## src/rtl/angle_of_arrival_smoother_core_macros.svh

```systemverilog
// ----------------------------------------------------------------------------
// Assertion macros for the angle-of-arrival smoother
// Shared concurrent assertion forms, reset-qualified, reporting through $error.
// ----------------------------------------------------------------------------
`ifndef ANGLE_OF_ARRIVAL_SMOOTHER_CORE_MACROS_SVH
`define ANGLE_OF_ARRIVAL_SMOOTHER_CORE_MACROS_SVH

// Expression must hold at every clock edge out of reset
`define AOAS_ASSERT_ALWAYS(label, clk, rst_n, expr, msg) \
    label: assert property (@(posedge clk) disable iff (!rst_n) (expr)) else $error(msg);

// Consequent must hold in the same cycle as the antecedent
`define AOAS_ASSERT_IMPLY(label, clk, rst_n, ante, cons, msg) \
    label: assert property (@(posedge clk) disable iff (!rst_n) (ante) |-> (cons)) \
        else $error(msg);

// Consequent must hold in the cycle after the antecedent
`define AOAS_ASSERT_NEXT(label, clk, rst_n, ante, cons, msg) \
    label: assert property (@(posedge clk) disable iff (!rst_n) (ante) |=> (cons)) \
        else $error(msg);

`endif

```

## src/rtl/aoas_pkg.sv

```systemverilog
// ----------------------------------------------------------------------------
// Angle-of-arrival smoother package
// Shared widths, constants, register codes, unit handshake structs and the
// angle wrap helper.
// ----------------------------------------------------------------------------
`timescale 1ns / 1ps

package aoas_pkg;

    // Angles are in 1/64 degree, wrapped to (-HALF_TURN, HALF_TURN]
    localparam logic signed [16:0] HALF_TURN = 17'sd11520;
    localparam logic signed [16:0] FULL_TURN = 17'sd23040;

    localparam int CONFIRM_FRAMES_DEF = 12;

    // Field and datapath widths
    localparam int ANGLE_W    = 16;
    localparam int JUMP_W     = 14;
    localparam int TC_W       = 24;
    localparam int MOUNT_W    = 15;
    localparam int DIST_W     = 16;
    localparam int DT_W       = 20;
    localparam int OUT_ANG_W  = 15;
    localparam int DEST_W     = 32;
    localparam int ALPHA_W    = 16;
    localparam int ANG_MAG_W  = 14;
    localparam int DIST_MAG_W = 32;
    localparam int ACC_A_W    = ALPHA_W + ANG_MAG_W;
    localparam int ACC_D_W    = ALPHA_W + DIST_MAG_W;
    localparam int DEN_W      = TC_W + 1;

    // Configuration register indexes
    localparam int CFG_IDX_W = 2;
    localparam logic [CFG_IDX_W-1:0] CFG_JUMP_LIMIT    = 2'd0;
    localparam logic [CFG_IDX_W-1:0] CFG_TIME_CONSTANT = 2'd1;
    localparam logic [CFG_IDX_W-1:0] CFG_MOUNT_OFFSET  = 2'd2;
    localparam int CFG_DATA_W = TC_W;

    typedef logic signed [ANGLE_W-1:0] t_angle;

    // Request into the alpha/scale unit
    typedef struct packed {
        logic                  start;
        logic [DT_W-1:0]       time_step;
        logic [TC_W-1:0]       time_const;
        logic [ANG_MAG_W-1:0]  mag_a;
        logic [DIST_MAG_W-1:0] mag_d;
    } t_calc_req;

    // Rounded products back from the unit
    typedef struct packed {
        logic                  done;
        logic [ANG_MAG_W-1:0]  s_a;
        logic [DIST_MAG_W-1:0] s_d;
    } t_calc_rsp;

    // Wrap a value within one turn of the range back into (-HALF, HALF]
    function automatic t_angle wrap_turn(input logic signed [16:0] a);
        logic signed [16:0] v;
        v = a;
        if (a > HALF_TURN) begin
            v = a - FULL_TURN;
        end else if (a <= -HALF_TURN) begin
            v = a + FULL_TURN;
        end
        return v[ANGLE_W-1:0];
    endfunction

endpackage

```

## src/rtl/aoas_alpha_unit.sv

```systemverilog
// ----------------------------------------------------------------------------
// Alpha and scale unit
// Restoring divider for alpha = dt*2^16/(tc+dt), then shift-add multiply of
// alpha by the angle and distance magnitudes, rounded to nearest at 2^-16.
// ----------------------------------------------------------------------------
`timescale 1ns / 1ps

`include "angle_of_arrival_smoother_core_macros.svh"

module aoas_alpha_unit (
    input  logic               i_clk,
    input  logic               i_rst_n,
    input  aoas_pkg::t_calc_req i_req,
    output aoas_pkg::t_calc_rsp o_rsp
);

    localparam int StepW = $clog2(aoas_pkg::ALPHA_W);
    localparam int AlphaW = aoas_pkg::ALPHA_W;
    localparam int DenW = aoas_pkg::DEN_W;
    localparam int AccAW = aoas_pkg::ACC_A_W;
    localparam int AccDW = aoas_pkg::ACC_D_W;
    localparam int MagAW = aoas_pkg::ANG_MAG_W;
    localparam int MagDW = aoas_pkg::DIST_MAG_W;
    localparam logic [StepW-1:0] LastStep = StepW'(AlphaW - 1);

    typedef enum logic [3:0] {
        P_IDLE = 4'b0001,
        P_DIV  = 4'b0010,
        P_MUL  = 4'b0100,
        P_RND  = 4'b1000
    } t_phase;

    t_phase r_phase, n_phase;
    logic [StepW-1:0] r_step, n_step;
    logic [DenW-1:0]  r_rem, n_rem;
    logic [DenW-1:0]  r_den, n_den;
    logic [AlphaW-1:0] r_quo, n_quo;
    logic [MagAW-1:0] r_mag_a, n_mag_a;
    logic [MagDW-1:0] r_mag_d, n_mag_d;
    logic [AccAW-1:0] r_acc_a, n_acc_a;
    logic [AccDW-1:0] r_acc_d, n_acc_d;
    logic             r_done, n_done;
    logic [MagAW-1:0] r_s_a, n_s_a;
    logic [MagDW-1:0] r_s_d, n_s_d;

    logic [DenW:0]    rem2;
    logic [DenW:0]    rem_sub;
    logic [AccAW:0]   sum_a;
    logic [AccDW:0]   sum_d;

    // Datapath: one divide step, one multiply step or the rounding adds
    always_comb begin
        rem2    = {r_rem, 1'b0};
        rem_sub = rem2 - {1'b0, r_den};
        sum_a   = {1'b0, r_acc_a} + (AccAW + 1)'(32768);
        sum_d   = {1'b0, r_acc_d} + (AccDW + 1)'(32768);

        n_phase = r_phase;
        n_step  = r_step;
        n_rem   = r_rem;
        n_den   = r_den;
        n_quo   = r_quo;
        n_mag_a = r_mag_a;
        n_mag_d = r_mag_d;
        n_acc_a = r_acc_a;
        n_acc_d = r_acc_d;
        n_done  = 1'b0;
        n_s_a   = r_s_a;
        n_s_d   = r_s_d;

        case (r_phase)
            P_IDLE: begin
                // Load operands; top bits of the dividend give a zero quotient
                if (i_req.start) begin
                    n_rem   = DenW'(i_req.time_step);
                    n_den   = DenW'(i_req.time_const) + DenW'(i_req.time_step);
                    n_mag_a = i_req.mag_a;
                    n_mag_d = i_req.mag_d;
                    n_quo   = '0;
                    n_step  = '0;
                    n_phase = P_DIV;
                end
            end
            P_DIV: begin
                // Shift in a zero, subtract when it fits
                if (!rem_sub[DenW]) begin
                    n_rem = rem_sub[DenW-1:0];
                    n_quo = {r_quo[AlphaW-2:0], 1'b1};
                end else begin
                    n_rem = rem2[DenW-1:0];
                    n_quo = {r_quo[AlphaW-2:0], 1'b0};
                end
                n_step = r_step + 1'b1;
                if (r_step == LastStep) begin
                    n_acc_a = '0;
                    n_acc_d = '0;
                    n_step  = '0;
                    n_phase = P_MUL;
                end
            end
            P_MUL: begin
                // Multiply MSB first over the alpha bits
                n_acc_a = {r_acc_a[AccAW-2:0], 1'b0}
                        + (r_quo[AlphaW-1] ? AccAW'(r_mag_a) : '0);
                n_acc_d = {r_acc_d[AccDW-2:0], 1'b0}
                        + (r_quo[AlphaW-1] ? AccDW'(r_mag_d) : '0);
                n_quo   = {r_quo[AlphaW-2:0], 1'b0};
                n_step  = r_step + 1'b1;
                if (r_step == LastStep) begin
                    n_phase = P_RND;
                end
            end
            P_RND: begin
                // Round half up on the magnitude, drop the fraction
                n_s_a   = sum_a[16 +: MagAW];
                n_s_d   = sum_d[16 +: MagDW];
                n_done  = 1'b1;
                n_phase = P_IDLE;
            end
            default: begin
                n_phase = P_IDLE;
            end
        endcase
    end

    // Control registers
    always_ff @(posedge i_clk) begin
        if (!i_rst_n) begin
            r_phase <= P_IDLE;
            r_done  <= 1'b0;
        end else begin
            r_phase <= n_phase;
            r_done  <= n_done;
        end
    end

    // Datapath registers
    always_ff @(posedge i_clk) begin
        r_step  <= n_step;
        r_rem   <= n_rem;
        r_den   <= n_den;
        r_quo   <= n_quo;
        r_mag_a <= n_mag_a;
        r_mag_d <= n_mag_d;
        r_acc_a <= n_acc_a;
        r_acc_d <= n_acc_d;
        r_s_a   <= n_s_a;
        r_s_d   <= n_s_d;
    end

    assign o_rsp.done = r_done;
    assign o_rsp.s_a  = r_s_a;
    assign o_rsp.s_d  = r_s_d;

    `AOAS_ASSERT_IMPLY(a_rem_below_den, i_clk, i_rst_n, r_phase == P_DIV, r_rem < r_den, "remainder reached divisor")
    `AOAS_ASSERT_NEXT(a_done_pulse, i_clk, i_rst_n, r_done, !r_done, "done held more than one cycle")
    `AOAS_ASSERT_IMPLY(a_start_idle, i_clk, i_rst_n, i_req.start, r_phase == P_IDLE, "start while busy")

endmodule

```

## src/rtl/angle_of_arrival_smoother_core.sv

```systemverilog
// ----------------------------------------------------------------------------
// Angle-of-arrival smoother core
// First-order low-pass on azimuth and distance with jump confirmation.
// ----------------------------------------------------------------------------
// One sample at a time. A sample that is smoothed passes, from its transfer in
// until the next sample can be taken, through the wrap and decide states, 16
// steps of the shared divider for alpha, 16 shift-add steps of the same unit
// for both products, the rounding step, the registered hand-back of the
// products, the update state, the result load and the idle state in which the
// next transfer lands. A snap or a held-back jump passes through wrap, decide,
// the result load and idle, and a rejected sample skips decide. A result that
// finds the last one still waiting on the output stall holds the sequencer at
// the result load. The result sits in an output register, so a new sample is taken while it waits.
// Configuration is accepted only while no sample is in progress.
`timescale 1ns / 1ps

`include "angle_of_arrival_smoother_core_macros.svh"

module angle_of_arrival_smoother_core #(
    parameter int CONFIRM_FRAMES = aoas_pkg::CONFIRM_FRAMES_DEF
) (
    input  logic                                i_clk,
    input  logic                                i_rst_n,
    // Configuration write channel
    input  logic                                i_cfg_valid,
    output logic                                o_cfg_ready,
    input  logic [aoas_pkg::CFG_IDX_W-1:0]      i_cfg_index,
    input  logic [aoas_pkg::CFG_DATA_W-1:0]     i_cfg_data,
    // Sample channel
    input  logic                                i_in_valid,
    output logic                                o_in_stall,
    input  logic                                i_sample_valid,
    input  logic signed [aoas_pkg::ANGLE_W-1:0] i_raw_angle,
    input  logic [aoas_pkg::DIST_W-1:0]         i_raw_distance,
    input  logic [aoas_pkg::DT_W-1:0]           i_time_step,
    // Result channel
    output logic                                o_out_valid,
    input  logic                                i_out_stall,
    output logic                                o_accepted,
    output logic signed [aoas_pkg::OUT_ANG_W-1:0] o_filtered_angle,
    output logic [aoas_pkg::DIST_W-1:0]         o_filtered_distance,
    output logic signed [aoas_pkg::OUT_ANG_W-1:0] o_body_angle
);

    localparam int CntW = $clog2(CONFIRM_FRAMES + 1);
    localparam logic [CntW-1:0] ConfirmCnt = CntW'(CONFIRM_FRAMES);
    localparam int AngW = aoas_pkg::ANGLE_W;
    localparam int JumpW = aoas_pkg::JUMP_W;
    localparam int DestW = aoas_pkg::DEST_W;
    localparam int MagAW = aoas_pkg::ANG_MAG_W;
    localparam int OutAngW = aoas_pkg::OUT_ANG_W;
    localparam int DistW = aoas_pkg::DIST_W;

    typedef enum logic [5:0] {
        S_IDLE   = 6'b000001,
        S_WRAP   = 6'b000010,
        S_DECIDE = 6'b000100,
        S_CALC   = 6'b001000,
        S_UPDATE = 6'b010000,
        S_OUT    = 6'b100000
    } t_state;

    t_state r_state, n_state;

    // Configuration registers
    logic [JumpW-1:0]              r_jump_limit, n_jump_limit;
    logic [aoas_pkg::TC_W-1:0]     r_time_const, n_time_const;
    logic signed [aoas_pkg::MOUNT_W-1:0] r_mount, n_mount;

    // Filter state
    aoas_pkg::t_angle r_angle_est, n_angle_est;
    logic [DestW-1:0] r_dist_est, n_dist_est;
    aoas_pkg::t_angle r_cand_angle, n_cand_angle;
    logic [CntW-1:0]  r_cand_cnt, n_cand_cnt;
    aoas_pkg::t_angle r_last_angle, n_last_angle;
    logic             r_have_last, n_have_last;
    logic             r_started, n_started;

    // Held sample and per-sample working values
    logic             r_smp_valid;
    aoas_pkg::t_angle r_raw_angle;
    logic [DistW-1:0] r_raw_dist;
    logic [aoas_pkg::DT_W-1:0] r_dt;
    aoas_pkg::t_angle r_w, n_w;
    logic             r_accept, n_accept;
    logic             r_neg_a, n_neg_a;
    logic             r_neg_d, n_neg_d;

    // Result register
    logic             r_out_valid, n_out_valid;
    logic             r_out_acc;
    logic signed [OutAngW-1:0] r_out_angle;
    logic [DistW-1:0] r_out_dist;
    logic signed [OutAngW-1:0] r_out_body;

    aoas_pkg::t_calc_req calc_req;
    aoas_pkg::t_calc_rsp calc_rsp;

    logic             in_xfer, out_xfer, cfg_xfer, out_load;
    aoas_pkg::t_angle d_last, d_cand, d_est, ang_upd, body;
    logic [AngW-1:0]  abs_last, abs_cand, abs_est;
    logic             is_jump, cand_far, confirm, snap;
    logic [CntW-1:0]  cnt_next;
    logic [DestW-1:0] dist_target;
    logic [DestW:0]   dist_diff;
    logic [DestW-1:0] mag_d;
    logic signed [16:0] ang_sum;
    logic signed [16:0] s_a_signed;

    assign in_xfer  = i_in_valid && !o_in_stall;
    assign out_xfer = r_out_valid && !i_out_stall;
    assign cfg_xfer = i_cfg_valid && o_cfg_ready;
    assign out_load = (r_state == S_OUT) && (!r_out_valid || !i_out_stall);

    // Decode: jump test, candidate agreement, smoothing differences
    always_comb begin
        d_last   = aoas_pkg::wrap_turn(17'(r_w) - 17'(r_last_angle));
        d_cand   = aoas_pkg::wrap_turn(17'(r_w) - 17'(r_cand_angle));
        d_est    = aoas_pkg::wrap_turn(17'(r_w) - 17'(r_angle_est));
        abs_last = d_last[AngW-1] ? $unsigned(-d_last) : $unsigned(d_last);
        abs_cand = d_cand[AngW-1] ? $unsigned(-d_cand) : $unsigned(d_cand);
        abs_est  = d_est[AngW-1] ? $unsigned(-d_est) : $unsigned(d_est);
        is_jump  = r_have_last && (r_jump_limit != '0)
                && (abs_last > AngW'(r_jump_limit));
        cand_far = abs_cand > AngW'(r_jump_limit);
        cnt_next = ((r_cand_cnt == '0) || cand_far) ? CntW'(1) : r_cand_cnt + 1'b1;
        confirm  = cnt_next >= ConfirmCnt;
        snap     = !r_started || (r_time_const == '0) || (r_dt == '0);

        dist_target = {r_raw_dist, 16'b0};
        dist_diff   = {1'b0, dist_target} - {1'b0, r_dist_est};
        mag_d       = dist_diff[DestW] ? (r_dist_est - dist_target) : dist_diff[DestW-1:0];

        // Apply the rounded step on the circle
        s_a_signed = r_neg_a ? -$signed(17'(calc_rsp.s_a)) : $signed(17'(calc_rsp.s_a));
        ang_sum    = 17'(r_angle_est) + s_a_signed;
        ang_upd    = aoas_pkg::wrap_turn(ang_sum);

        body = aoas_pkg::wrap_turn(17'(r_mount) - 17'(r_angle_est));
    end

    assign calc_req.start      = (r_state == S_DECIDE) && !is_jump && !snap;
    assign calc_req.time_step  = r_dt;
    assign calc_req.time_const = r_time_const;
    assign calc_req.mag_a      = abs_est[MagAW-1:0];
    assign calc_req.mag_d      = mag_d;

    aoas_alpha_unit u_alpha (
        .i_clk   (i_clk),
        .i_rst_n (i_rst_n),
        .i_req   (calc_req),
        .o_rsp   (calc_rsp)
    );

    // Sequencer and state update
    always_comb begin
        n_state      = r_state;
        n_jump_limit = r_jump_limit;
        n_time_const = r_time_const;
        n_mount      = r_mount;
        n_angle_est  = r_angle_est;
        n_dist_est   = r_dist_est;
        n_cand_angle = r_cand_angle;
        n_cand_cnt   = r_cand_cnt;
        n_last_angle = r_last_angle;
        n_have_last  = r_have_last;
        n_started    = r_started;
        n_w          = r_w;
        n_accept     = r_accept;
        n_neg_a      = r_neg_a;
        n_neg_d      = r_neg_d;
        n_out_valid  = r_out_valid;

        if (out_xfer) begin
            n_out_valid = 1'b0;
        end

        case (r_state)
            S_IDLE: begin
                // Register writes; a changed jump limit drops the candidate
                if (cfg_xfer) begin
                    case (i_cfg_index)
                        aoas_pkg::CFG_JUMP_LIMIT: begin
                            if (i_cfg_data[JumpW-1:0] != r_jump_limit) begin
                                n_jump_limit = i_cfg_data[JumpW-1:0];
                                n_cand_cnt   = '0;
                            end
                        end
                        aoas_pkg::CFG_TIME_CONSTANT: begin
                            n_time_const = i_cfg_data;
                        end
                        aoas_pkg::CFG_MOUNT_OFFSET: begin
                            n_mount = $signed(i_cfg_data[aoas_pkg::MOUNT_W-1:0]);
                        end
                        default: begin
                        end
                    endcase
                end
                if (in_xfer) begin
                    n_state = S_WRAP;
                end
            end
            S_WRAP: begin
                // Wrap the raw angle; drop invalid samples straight to the result
                n_w = aoas_pkg::wrap_turn(17'(r_raw_angle));
                if (!r_smp_valid || (r_raw_dist == '0)) begin
                    n_accept = 1'b0;
                    n_state  = S_OUT;
                end else begin
                    n_accept = 1'b1;
                    n_state  = S_DECIDE;
                end
            end
            S_DECIDE: begin
                if (is_jump) begin
                    // Hold back the jump, confirm after enough agreeing samples
                    n_cand_angle = r_w;
                    n_dist_est   = dist_target;
                    if (confirm) begin
                        n_angle_est  = r_w;
                        n_last_angle = r_w;
                        n_have_last  = 1'b1;
                        n_cand_cnt   = '0;
                    end else begin
                        n_cand_cnt = cnt_next;
                    end
                    n_state = S_OUT;
                end else begin
                    n_cand_cnt   = '0;
                    n_last_angle = r_w;
                    n_have_last  = 1'b1;
                    if (snap) begin
                        n_angle_est = r_w;
                        n_dist_est  = dist_target;
                        n_started   = 1'b1;
                        n_state     = S_OUT;
                    end else begin
                        n_neg_a = d_est[AngW-1];
                        n_neg_d = dist_diff[DestW];
                        n_state = S_CALC;
                    end
                end
            end
            S_CALC: begin
                if (calc_rsp.done) begin
                    n_state = S_UPDATE;
                end
            end
            S_UPDATE: begin
                // Step both estimates toward the sample
                n_angle_est = ang_upd;
                n_dist_est  = r_neg_d ? (r_dist_est - calc_rsp.s_d)
                                      : (r_dist_est + calc_rsp.s_d);
                n_state     = S_OUT;
            end
            S_OUT: begin
                if (out_load) begin
                    n_out_valid = 1'b1;
                    n_state     = S_IDLE;
                end
            end
            default: begin
                n_state = S_IDLE;
            end
        endcase
    end

    // Control and filter state
    always_ff @(posedge i_clk) begin
        if (!i_rst_n) begin
            r_state      <= S_IDLE;
            r_jump_limit <= '0;
            r_time_const <= '0;
            r_mount      <= '0;
            r_angle_est  <= '0;
            r_dist_est   <= '0;
            r_cand_angle <= '0;
            r_cand_cnt   <= '0;
            r_last_angle <= '0;
            r_have_last  <= 1'b0;
            r_started    <= 1'b0;
            r_out_valid  <= 1'b0;
        end else begin
            r_state      <= n_state;
            r_jump_limit <= n_jump_limit;
            r_time_const <= n_time_const;
            r_mount      <= n_mount;
            r_angle_est  <= n_angle_est;
            r_dist_est   <= n_dist_est;
            r_cand_angle <= n_cand_angle;
            r_cand_cnt   <= n_cand_cnt;
            r_last_angle <= n_last_angle;
            r_have_last  <= n_have_last;
            r_started    <= n_started;
            r_out_valid  <= n_out_valid;
        end
    end

    // Capture the sample on transfer; hold working values
    always_ff @(posedge i_clk) begin
        if (in_xfer) begin
            r_smp_valid <= i_sample_valid;
            r_raw_angle <= i_raw_angle;
            r_raw_dist  <= i_raw_distance;
            r_dt        <= i_time_step;
        end
        r_w      <= n_w;
        r_accept <= n_accept;
        r_neg_a  <= n_neg_a;
        r_neg_d  <= n_neg_d;
    end

    // Load the result register
    always_ff @(posedge i_clk) begin
        if (out_load) begin
            r_out_acc   <= r_accept;
            r_out_angle <= r_angle_est[OutAngW-1:0];
            r_out_dist  <= r_dist_est[DestW-1 -: DistW];
            r_out_body  <= body[OutAngW-1:0];
        end
    end

    assign o_cfg_ready         = (r_state == S_IDLE);
    assign o_in_stall          = (r_state != S_IDLE);
    assign o_out_valid         = r_out_valid;
    assign o_accepted          = r_out_acc;
    assign o_filtered_angle    = r_out_angle;
    assign o_filtered_distance = r_out_dist;
    assign o_body_angle        = r_out_body;

    `AOAS_ASSERT_ALWAYS(a_angle_range, i_clk, i_rst_n, (r_angle_est > -17'sd11520) && (r_angle_est <= 17'sd11520), "angle estimate out of range")
    `AOAS_ASSERT_ALWAYS(a_cnt_below_confirm, i_clk, i_rst_n, r_cand_cnt < ConfirmCnt, "candidate count reached confirm")
    `AOAS_ASSERT_IMPLY(a_done_in_calc, i_clk, i_rst_n, calc_rsp.done, r_state == S_CALC, "unit done outside calc")
    `AOAS_ASSERT_IMPLY(a_out_from_load, i_clk, i_rst_n, $rose(r_out_valid), $past(r_state == S_OUT), "result valid without load")

endmodule
```

## config.mk

```make
export PLATFORM = sky130hd
export DESIGN_NAME = angle_of_arrival_smoother_core
export DESIGN_NICKNAME = d
export VERILOG_FILES = /design/src/rtl/aoas_pkg.sv /design/src/rtl/aoas_alpha_unit.sv /design/src/rtl/angle_of_arrival_smoother_core.sv
export VERILOG_INCLUDE_DIRS = /design/src /design/src/rtl
export SDC_FILE = /design/constraint.sdc
export NUM_CORES = 1
export LEC_CHECK = 0
export BUFFER_PORTS_ARGS = -buffer_cell sky130_fd_sc_hd__buf_2
export CAP_MARGIN = 20
export CORE_MARGIN = 4
export CORE_UTILIZATION = 58
export CTS_CLUSTER_DIAMETER = 40
export CTS_CLUSTER_SIZE = 30
export DETAILED_ROUTE_END_ITERATION = 8
export PLACE_DENSITY = 0.8
export SLEW_MARGIN = 10
export SYNTH_ARGS = -nofsm -noshare
export SYNTH_HDL_FRONTEND = slang
export SYNTH_SLANG_ARGS = --single-unit
```

## constraint.sdc

```tcl
create_clock -name i_clk -period 11.43 [get_ports i_clk]
set_clock_uncertainty 0.2 [all_clocks]
set_input_delay 0 -clock i_clk [delete_from_list [all_inputs] [get_ports i_clk]]
set_output_delay 0 -clock i_clk [all_outputs]
set_load 0.02 [all_outputs]
```

==> results of run 1 <==
-- metal layers --
metal / track usage, % / part of all wire [%] / wire [um]
met1: 39.7 / 43 / 42400
met2: 46.9 / 45 / 45300
met3: 4.88 / 8.5 / 8490
met4: 10.1 / 3.5 / 3500
met5: 0 / 0 / 0
-- placed cells by master, fill, tap and decap left out, types with 97 or more instances in the layout --
| master | synthesis | routed |
|---|---|---|
| dfxtp_1 | 151 | 151 |
| inv_1 | 270 | 269 |
| o21ai_0 | 195 | 194 |
| ha_1 | 290 | 290 |
| a21oi_1 | 244 | 243 |
| dlygate4sd3_1 | 0 | 171 |
| nand2_1 | 381 | 381 |
| buf_2 | 9 | 133 |
| edfxtp_1 | 359 | 359 |
| mux2i_1 | 100 | 100 |
| xor2_1 | 124 | 124 |
| xnor2_1 | 225 | 224 |
| nor2_1 | 326 | 326 |
| nor3_1 | 97 | 97 |
-- worst paths after layout --
kind	startpoint	endpoint	slack [ps]	cells after the start
max	r_w[0]	u_alpha.r_quo[10]	2730	30
min	i_cfg_data[4]	r_jump_limit[4]	50	4
max reg2reg	r_w[0]	u_alpha.r_quo[10]	2730	30
min reg2reg	r_accept	o_accepted	220	0
-- critical path, delay by kind of cell (launching register included) --
family / cells / cell delay [ps]
adders and majority gates: 4 / 1180
AOI/OAI and AO/OA: 10 / 2140
DFF: 1 / 400
muxes: 1 / 170
buffers and inverters: 5 / 1050
and+or+nand+nor: 7 / 2070
xor gates and xnor gates: 3 / 1080
-- registers in the layout, indices dropped and copies added, names as in the netlist, 20 cells and up --
| register | cells |
|---|---|
| u_alpha.r_s_d | 32 |
| r_time_const | 24 |
| u_alpha.r_acc_d | 48 |
| u_alpha.r_acc_a | 30 |
| u_alpha.r_mag_d | 32 |
| r_dist_est | 32 |
| r_dt | 20 |
| u_alpha.r_den | 25 |
| u_alpha.r_rem | 25 |
-- layout make-up --
| cell class | count | area [um^2] | share of cell area [%] |
|---|---|---|---|
| inverter | 271 | 1020 | 2.39 |
| tap | 837 | 1050 | 2.46 |
| sequential | 510 | 13800 | 32.4 |
| multi-input combinational | 3043 | 20900 | 49.1 |
| clock inverter | 64 | 746 | 1.75 |
| antenna | 2 | 5.00 | 0.0118 |
| clock buffer | 106 | 2410 | 5.67 |
| timing repair buffer | 333 | 2610 | 6.13 |
-- cell families (layout without fill, tap and decap cells) --
kind of cell	count (synthesis)	count (layout)	share of synthesized area, %
AOI/OAI and AO/OA	944	944	17.4
xor gates and xnor gates	350	350	8.49
adders and majority gates	301	301	10.6
buffers and inverters	396	774	4.24
DFF	510	510	38.1
muxes	107	107	2.99
other	0	2	0
and+or+nand+nor	1341	1341	18.1
-- where the power goes --
part / switching (uW) / total (uW) / internal (uW)
Sequential: 41.5 / 2060 / 2020
Combinational: 370 / 646 / 277
Clock: 1030 / 2780 / 1750
-- through the flow --
| step | cells | hold WS, ps | util, % | instance area [um^2] | power [uW] |
|---|---|---|---|---|---|
| after floorplan | 3949 | -101 | - | 36200 | 2520 |
| after global placement | 4821 | -23.4 | 61.0 | 37600 | 2660 |
| after detailed placement | 4821 | -21.9 | 61.0 | 37600 | 2670 |
| after CTS | 5158 | 19.6 | 68.8 | 42500 | 5480 |
| after global routing | 5165 | 70.2 | 69.0 | 42600 | 5670 |
| final | 5166 | 53.9 | 69.0 | 42600 | 5490 |
==> flow_summary.ini, run 1 <==
[floorplanning]
core_area_um2 = 61700
num_rows = 91
die_x_um = 258
io_pins = 134
dieArea_um2 = 66500
die_y_um = 258
initial_utilization_pct = 58.6

[place]
hpwlAfterDp_um = 68100
place_congestion = 0.937
io_buffer_count = 133
post-place-ws_ps = 2840

[sta]
worstMarginPinSlew_ps = 1090
finalMaxSlewViolations = 0
min_period_ps = 8700
setup_viol = 0
setup_slack_ps = 2730
fmax_mhz = 115
rsz0062_at_grt = no
fin_crit_sh_pct = 76.2
setup_tns_ps = 0
hold_viol_final = 0
slew_headroom_pct = 27.2

[logic_synthesis]
netlist_instances = 3949
synth_cell_type_count = 100
avgSynthCellArea_um2 = 9.16
syn_area_um2 = 36200
synthTopCellsByArea = edfxtp_1 (30%), ha_1 (10%), dfxtp_1 (8.4%)
syn-num-nets = 4334
synthArstFlopShare_pct = 0
yosys.area.top_type_share_pct = 29.8
yosysSeqAreaShare_pct = 38.1
ys_warn_count = 0
yosys-top-cells-count = nand2_1 (381), edfxtp_1 (359), nor2_1 (326)
ys.flop_type = edfxtp_1
yosysMostFrequentCell = nand2_1
ys_ff_latch = 510
synth_top_area_cell = edfxtp_1
synth_edf_count = 359

[final_layout]
fill_cells = 4612
layout-drive-gt1-share_pct = 9.34
nets = 4634
synthToLayoutAreaGrowth_pct = 17.6

[run]
drv_cap = 0

[route]
routed_wl_um = 99700
first_iter_violations = 3194
dr.pass1.iters = 6
viasPerCell = 6.09
via_count = 31500
drc = 0
antenna_left = 0
wire_per_inst_um = 19.3

[critical_path]
end_kind = register
worstPathRequired_ps = 11490
crit_type = register to register
cp_slowest_stage_delay_ps = 740
arrival_ps = 8760
startpoint_type = register
crit_fanout = 27
worst_path_max_delay_cell = nand2b_1

[clocking]
cts.repair.resized = 0
clk_latency_ps = 650
postCtsSetupBuffers = 0
cts_root_buffer = clkbuf_16
path_clk_slew_ps = 50
cts_buffer_depth = 3
cts_hold_buf = 167
cts_tree = built
htreeDepth = 3
numCtsBuffers = 90
cts_sinks = 510

[pwr]
p_per_area_nw_per_um2 = 129
p_leak_uw = 0.0169
worst_ir_drop_vdd_uv = 131

[global_route]
grt_start_max_net_pins = 76
grt_pass1_wl_um = 158000
overflow = 0
grt_use_total_pct = 29.0
grt_pass1_vias = 30100
antenna_found_initial = 2

[worst_hold_path]
hold_class = primary input to register

[outcome]
status = finished clean
(Power assumes the default switching activity.)
==> run 2, diff against run 1 <==
Settings changed: ABC_AREA set to 1.
Clock period 11.43 ns to 7.8 ns, I/O delays scaled along.
==> run 2 against run 1 <==
  * Clock power up 28%
  * Global-route usage up 1.5 points
  * Fmax up 30%
  * Synthesized cell count up 18%
  * Register-to-register slack worse by 1600 ps
  * Die area up 1.1%
  * Final area down 0.16%
  * Utilization down 0.49 points
  * Sequential power up 57%
  * Wire length up 4.8%
  * Largest cell class unchanged
  * Largest power group unchanged
==> flow_summary.ini, run 2 <==
[sta]
hold_viol_final = 0
fmax_mhz = 150
worstMarginPinSlew_ps = 1000
rsz0062_at_grt = no
setup_slack_ps = 1110
slew_headroom_pct = 33.2
setup_tns_ps = 0
fin_crit_sh_pct = 85.7
finalMaxSlewViolations = 0
min_period_ps = 6690
holdWs_ps = 36.9
setup_viol = 0

[pwr]
power.internal_uw = 6060
p_clk_share_pct = 38.9
p_per_area_nw_per_um2 = 215
worst_ir_drop_vdd_uv = 207
p_leak_uw = 0.0195
p_comb_share_pct = 25.7
seq_power_share_pct = 35.4
p_sw_share_pct = 33.6
p_sw_uw = 3070

[final_layout]
multi_input_area_um2 = 19700
layout-drive-gt1-share_pct = 9.09
nets = 5353
synthToLayoutAreaGrowth_pct = 16.1
diodes = 0
most-common-layout-cells = nand2_1 (873), inv_1 (696), a21oi_1 (424), nor2_1 (397), edfxtp_1 (359)
largest_reg_flops = 48
top_register = u_alpha.r_acc_d
seqCellArea_um2 = 13800
final_common_cell = nand2_1
final_cells = 5866
fill_cells = 4889

[logic_synthesis]
synthArstFlopShare_pct = 0
yosys-top-cells-count = nand2_1 (874), inv_1 (696), a21oi_1 (424)
synth_top_area_cell = edfxtp_1
avgSynthCellArea_um2 = 7.87
yosysSeqAreaShare_pct = 37.7
netlist_instances = 4653
synth_cell_type_count = 74
synth_edf_count = 359
syn-num-nets = 5038
ys_warn_count = 0
yosysMostFrequentCell = nand2_1
syn_area_um2 = 36600
ys_ff_latch = 510
synthTopCellsByArea = edfxtp_1 (29%), ha_1 (9.9%), nand2_1 (9.0%)
ys.flop_type = edfxtp_1
yosys.area.top_type_share_pct = 29.5

[global_route]
overflow = 0
grt_pass1_vias = 32100
antenna_found_initial = 5
grt_use_total_pct = 30.5
grt_pass1_wl_um = 166000
grt_start_max_net_pins = 83

[critical_path]
crit_buf_inv = 2
arrival_ps = 7060
crit_type = register to register
cp_slowest_stage_delay_ps = 860
worstPathRequired_ps = 8180
reg2reg_slack_ps = 1110
worstSetupStartpoint = r_w[5]
worst_path_most_repeated_cell = nand2_1
worst_path_max_delay_cell = nand2_2
startpoint_type = register
r2r_start = r_w[5]
crit_fanout = 31
end_kind = register
critical-path-top-delay-family = simple AND/OR/NAND/NOR gates

[route]
antenna_left = 0
wire_per_inst_um = 17.8
viasPerCell = 5.68
dr.pass1.iters = 7
routed_wl_um = 105000
via_count = 33300
first_iter_violations = 3190
drc = 0

[clocking]
cts_buffer_depth = 3
cts_tree = built
path_clk_slew_ps = 60
cts.repair.resized = 0
cts_root_buffer = clkbuf_16
htreeDepth = 3
cts_sinks = 510
numCtsBuffers = 74
clk_latency_ps = 660

[floorplanning]
die_y_um = 259
dieArea_um2 = 67200
die_x_um = 259
core_area_um2 = 62100
num_rows = 91
io_pins = 134
initial_utilization_pct = 59.0

[worst_hold_path]
worstHoldStart = i_cfg_data[10]
hold_class = primary input to register

[place]
hpwlAfterDp_um = 75500
place_congestion = 0.950
io_buffer_count = 133
post-place-ws_ps = 1310
dp.cells = 5565

[outcome]
status = finished clean

[run]
drv_cap = 0
[run 2: changes by cell type after synthesis, sizes merged, moves of 88 or more]
cell   before  now
a21oi     249  447
inv       271  721
mux2i     100    3
nand2     381  926
nand3      87  222
xnor2     225   70
xor2      125  213
[run 2: cell families after synthesis]
logic type | count (synthesis) | synth area share [%]
multiplexers | 3 | 0.0821
XOR/XNOR | 283 | 6.83
adder cells (fa/ha/maj) | 301 | 10.5
buffers and inverters | 810 | 8.52
AO/OA/AOI/OAI | 939 | 14.6
flip-flops | 510 | 37.7
AND/OR/NAND/NOR | 1807 | 21.7
[run 2: final timing paths]
path,endpoint,depth (start not counted)
setup / recovery,r_angle_est[0],36
hold / removal,r_time_const[10],4
setup reg to reg,r_angle_est[0],36
hold reg to reg,r_last_angle[2],2
[run 2: layout make-up]
cell class                 instances  area share (%)
multi-input combinational       3333            46.5
sequential                       510            32.5
inverter                         725            6.41
timing repair buffer             324            5.90
clock buffer                      83            4.53
tap                              837            2.46
clock inverter                    54            1.74
[run 2: repair_timing]
item	4_1_cts	5_1_grt
hold endpoints to repair	187	0
setup buffers	0	0
hold buffers	163	0
[run 2: power groups by stage]
stage | Sequential, uW | Clock [uW] | Combinational (uW)
4_1_cts | 3220 | 3570 | 2300
3_3_place_gp | 3270 | 0 | 2180
2_1_floorplan | 3220 | 0 | 1680
6_report | 3230 | 3550 | 2350
3_5_place_dp | 3270 | 0 | 2210
5_1_grt | 3230 | 3700 | 2630
[run 2: layer usage]
metal | vias up | track usage [%] | wire [um]
met2 | 1363 | 51.1 | 49000
met1 | 15500 | 40.7 | 44100
met5 | - | 0 | 13
met3 | 243 | 4.96 | 8060
met4 | 2 | 10.1 | 3290
li1 | 16200 | - | -
[run 2: stage by stage]
stage	instance area, um^2	total power (uW)	util (%)
after global placement	38200	5450	61.5
after floorplan	36600	4900	-
after detailed placement	38200	5480	61.5
after global routing	42500	9570	68.5
after CTS	42500	9090	68.5
final	42500	9130	68.5
[run 2: tightest hold or removal path: stages]
cell and delay, ps:
dlygate4sd3_1 540, buf_2 150, nor2_1 100, a211oi_1 50
